==> src/rtl/hns_ram.sv <==
// Generic RAM: one write port, two read ports with registered read data.
module hns_ram #(
  parameter int WIDTH = 8,
  parameter int DEPTH = 514
) (
  input  logic                     clk,
  input  logic                     we,
  input  logic [$clog2(DEPTH)-1:0] waddr,
  input  logic [WIDTH-1:0]         wdata,
  input  logic                     re,
  input  logic [$clog2(DEPTH)-1:0] raddr_a,
  input  logic [$clog2(DEPTH)-1:0] raddr_b,
  output logic [WIDTH-1:0]         rdata_a,
  output logic [WIDTH-1:0]         rdata_b
);

  logic [WIDTH-1:0] mem [DEPTH];

  always_ff @(posedge clk) begin
    if (we) begin
      mem[waddr] <= wdata;
    end
    if (re) begin
      rdata_a <= mem[raddr_a];
      rdata_b <= mem[raddr_b];
    end
  end

endmodule

==> config.mk <==
export PLATFORM = sky130hd
export DESIGN_NAME = hns_ram
export DESIGN_NICKNAME = d
export VERILOG_FILES = /design/src/rtl/hns_ram.sv
export SDC_FILE = /design/constraint.sdc
export NUM_CORES = 2
export LEC_CHECK = 0
export BUFFER_PORTS_ARGS = -buffer_cell sky130_fd_sc_hd__buf_4
export CORE_AREA = 2 2 661 663
export CTS_BUF_LIST = sky130_fd_sc_hd__clkbuf_8 sky130_fd_sc_hd__clkbuf_16
export CTS_CLUSTER_DIAMETER = 60
export DETAILED_ROUTE_END_ITERATION = 10
export DIE_AREA = 0 0 663 665
export PLACE_DENSITY_LB_ADDON = 0.25
export REMOVE_ABC_BUFFERS = 1
export SYNTH_ARGS = -nofsm -noshare
export SYNTH_HDL_FRONTEND = slang
export SYNTH_MEMORY_MAX_BITS = 65536
export SYNTH_SLANG_ARGS = --single-unit
==> constraint.sdc <==
create_clock -name clk -period 3.3 [get_ports clk]
set_input_delay 0.825 -clock clk [delete_from_list [all_inputs] [get_ports clk]]
set_output_delay 0.825 -clock clk [all_outputs]
set_load 0.1 [all_outputs]
==> impl_metrics.py <==
metrics = {
    "synthesis": {
        "synth.distinct_cells": 76,
        "synth_area_leaders": "edfxtp_1 (64%), mux4_2 (25%), mux2i_1 (2.1%)",
        "ys_seq_area_frac": 0.638,
        "synthArstFlopShare": 0,
        "yosys_warnings": 0,
        "synth_top_area_frac": 0.638,
        "synth_area_um2": 194000,
        "netlist_instances": 9931,
        "synth_commonest_cells": "edfxtp_1 (4,128), mux4_2 (2,150), nor2_1 (634)",
        "avgSynthCellArea_um2": 19.6,
        "synth_edf_count": 4128,
        "yosys_most_used_dff": "edfxtp_1",
        "yosysTopAreaCell": "edfxtp_1",
        "yosysMostFrequentCell": "edfxtp_1",
        "yosys_register_bits": 4128,
    },
    "floorplan": {
        "die_area_um2": 441000,
        "start_util": 0.449,
        "ios": 57,
        "rows": 242,
        "core_area_um2": 433000,
        "die_h_um": 665,
        "die_w_um": 663,
    },
    "placement": {
        "place_ws_ns": -1.58,
        "gp_congestion": 1.02,
        "portBuffers": 56,
        "hpwl_um": 535000,
        "dp_cells": 17200,
        "postPlaceCellArea_um2": 219000,
    },
    "clock_tree": {
        "clk-insertion-delay-late_ns": 1.06,
        "clk_pin_slew_ns": 0.06,
        "clock-root-buffer": "clkbuf_16",
        "cts_num_sinks": 4128,
        "cts_buffers": 453,
        "ctsHtreeMaxLevel": 5,
        "clockBufferDepth": 4,
        "cts_tree": "built",
    },
    "worst_setup_path": {
        "reg2reg_depth": 9,
        "crit_type": "in2reg",
        "required_ns": 4.09,
        "start_kind": "primary input",
        "ff2ff_setup_slack_ns": -0.06,
        "rr_startpoint": "mem[126][1]$_DFFE_PP_",
        "cp_max_fo": 11,
        "reg2reg_to": "rdata_b[1]$_DFFE_PP_",
        "cp.arrival_ns": 4.24,
        "critPathCaptureType": "register",
    },
    "power_and_ir_drop": {
        "power.clock.fraction": 0.426,
        "combinationalPowerShare": 0.101,
        "power.density_nw_per_um2": 520,
        "p_sw_mw": 29.3,
        "netSwitchingFraction": 0.240,
        "intPower_mw": 92.8,
        "ir_drop_v": 0.000434,
        "power_mw": 122,
        "p_leak_nw": 78.3,
        "p_seq_frac": 0.473,
    },
    "global_routing": {
        "antenna_found_initial": 82,
        "grt_pass1_wl_um": 1020000,
        "grt_pass1_vias": 123000,
        "grt_util_all_layers": 0.337,
        "grt_overflow": 0,
        "grt_max_degree": 142,
    },
    "timing": {
        "slew_viol_final": 0,
        "fin_ws_ns": -0.153,
        "relSlewSlack": 0.116,
        "skew_ns": 0.0644,
        "setup_viol_count_final": 12,
        "tightest_slew_ns": 1.32,
        "period_minus_slack_ns": 3.45,
        "rsz0062_at_grt": "true",
        "fin_crit_sh": 1.05,
        "max_freq_mhz": 290,
        "hold_viol": 0,
    },
    "routing": {
        "drt_wl_total_um": 752000,
        "vias_per_cell": 6.84,
        "wl_per_cell_um": 41.4,
        "drtAntennaViolNets": 0,
        "first_pass_iters": 5,
        "vias": 124000,
        "dr.first_iter.drc_count": 20300,
        "drc_errors": 0,
    },
    "run_status": {
        "status": "finished with violations",
        "violations": "setup timing",
    },
    "layout": {
        "stdcell_area_um2": 235000,
        "area_delta_synth_final_pct": 20.8,
        "instances_no_fill": 18200,
        "drive_above_1_share": 0.436,
        "layout.nets": 12000,
    },
    "job": {
        "cap_viol_max_count": 0,
    },
    "min_path": {
        "min_to": "mem[416][0]$_DFFE_PP_",
        "hp-start": "wdata[0]",
        "hp-class": "in2reg",
        "min_path_cells": 1,
    },
}
-- worst max path at each step --
stage,start,end,slack (ns),cells after the start
floorplan,raddr_a[4],rdata_a[2]$_DFFE_PP_,-1.84,7
CTS,raddr_b[0],rdata_b[4]$_DFFE_PP_,0.002,13
finish,raddr_b[0],rdata_b[2]$_DFFE_PP_,-0.15,14
global placement,raddr_b[0],rdata_b[4]$_DFFE_PP_,-2.03,13
global route,raddr_b[0],rdata_b[2]$_DFFE_PP_,-0.1,13
detailed placement,raddr_b[0],rdata_b[5]$_DFFE_PP_,-1.58,11
-- what timing repair did --
action | 4_1_cts | 5_1_grt
buffers inserted | 3 | 22
hold buffers | 0 | 0
endpoints found under the hold margin | 0 | 0
setup endpoints to repair | 14 | 12
pin swaps | 2 | 6
resized for setup | 41 | 56
cloned | 2 | 3
-- placed cells by master (no fill, tap or decap), types with 73 or more instances in the layout --
| master | count |
|---|---|
| a21oi_1 | 125 |
| edfxtp_1 | 4128 |
| o22ai_1 | 111 |
| nor2_1 | 626 |
| mux4_2 | 2150 |
| buf_4 | 2034 |
| nand3_1 | 131 |
| nand2_1 | 566 |
| clkbuf_16 | 461 |
| o221ai_1 | 93 |
| clkinv_2 | 87 |
| mux2i_1 | 395 |
| clkinv_1 | 77 |
| buf_12 | 313 |
| inv_1 | 73 |
-- metrics by stage --
stage | hold slack, ns | TNS (ns) | util
detailed placement | 0.711 | -23.07 | 0.505
global placement | 0.707 | -23.17 | 0.505
floorplan | 0.648 | -22.41 | -
finish | 0.187 | -0.658 | 0.542
global route | 0.168 | -0.140 | 0.542
CTS | 0.154 | 0 | 0.540
-- registers in the layout, indices dropped and copies added, names as in the netlist --
| signal | flops |
|---|---|
| mem | 4112 |
| rdata_a | 8 |
| rdata_b | 8 |
-- power by group through the flow --
stage | Clock [mW] | Sequential [mW] | Combinational [mW]
finish | 52.0 | 57.8 | 12.3
global route | 54.2 | 57.8 | 12.5
CTS | 52.2 | 57.8 | 11.9
detailed placement | 0 | 58.9 | 11.9
global placement | 0 | 58.9 | 11.7
floorplan | 0 | 59.0 | 4.11
-- kinds of logic (layout without fill, tap and decap cells) --
family                 Yosys count  count (layout)  synth area share
buffers and inverters          823            3243            0.0264
multiplexers                  2603            2603             0.273
other                            0              70                 0
AO/OA/AOI/OAI                  757             757            0.0276
flip-flops                    4128            4128             0.638
AND/OR/NAND/NOR               1620            1620            0.0354
-- per-layer routing --
metal / part of all wire / vias up / GRT usage
met5: 0.00052 / - / 0.000651
met4: 0.068 / 56 / 0.196
met3: 0.14 / 1832 / 0.109
met2: 0.45 / 9566 / 0.501
met1: 0.35 / 65800 / 0.437
li1: - / 46900 / -
-- area by class of cell --
| type | count | area (µm²) |
|---|---|---|
| Sequential cell | 4128 | 124000 |
| Clock inverter | 376 | 3670 |
| Multi-Input combinational cell | 4980 | 65800 |
| Inverter | 14 | 104 |
| Clock buffer | 458 | 11500 |
| Tap cell | 5734 | 7170 |
| Timing Repair Buffer | 2395 | 22400 |
| Fill cell | 33300 | 198000 |
| Antenna cell | 70 | 175 |
-- critical path, cell delays in order --
cell	delay, ns
buf_16	0.15
buf_16	0.19
buf_16	0.17
buf_4	0.17
inv_4	0.18
buf_8	0.29
mux2i_2	0.35
a22oi_1	0.22
nand3_1	0.12
o31ai_1	0.10
buf_4	0.20
o211ai_1	0.84
buf_4	0.24
o311ai_1	0.10
Power figures use the tool's default switching activity.
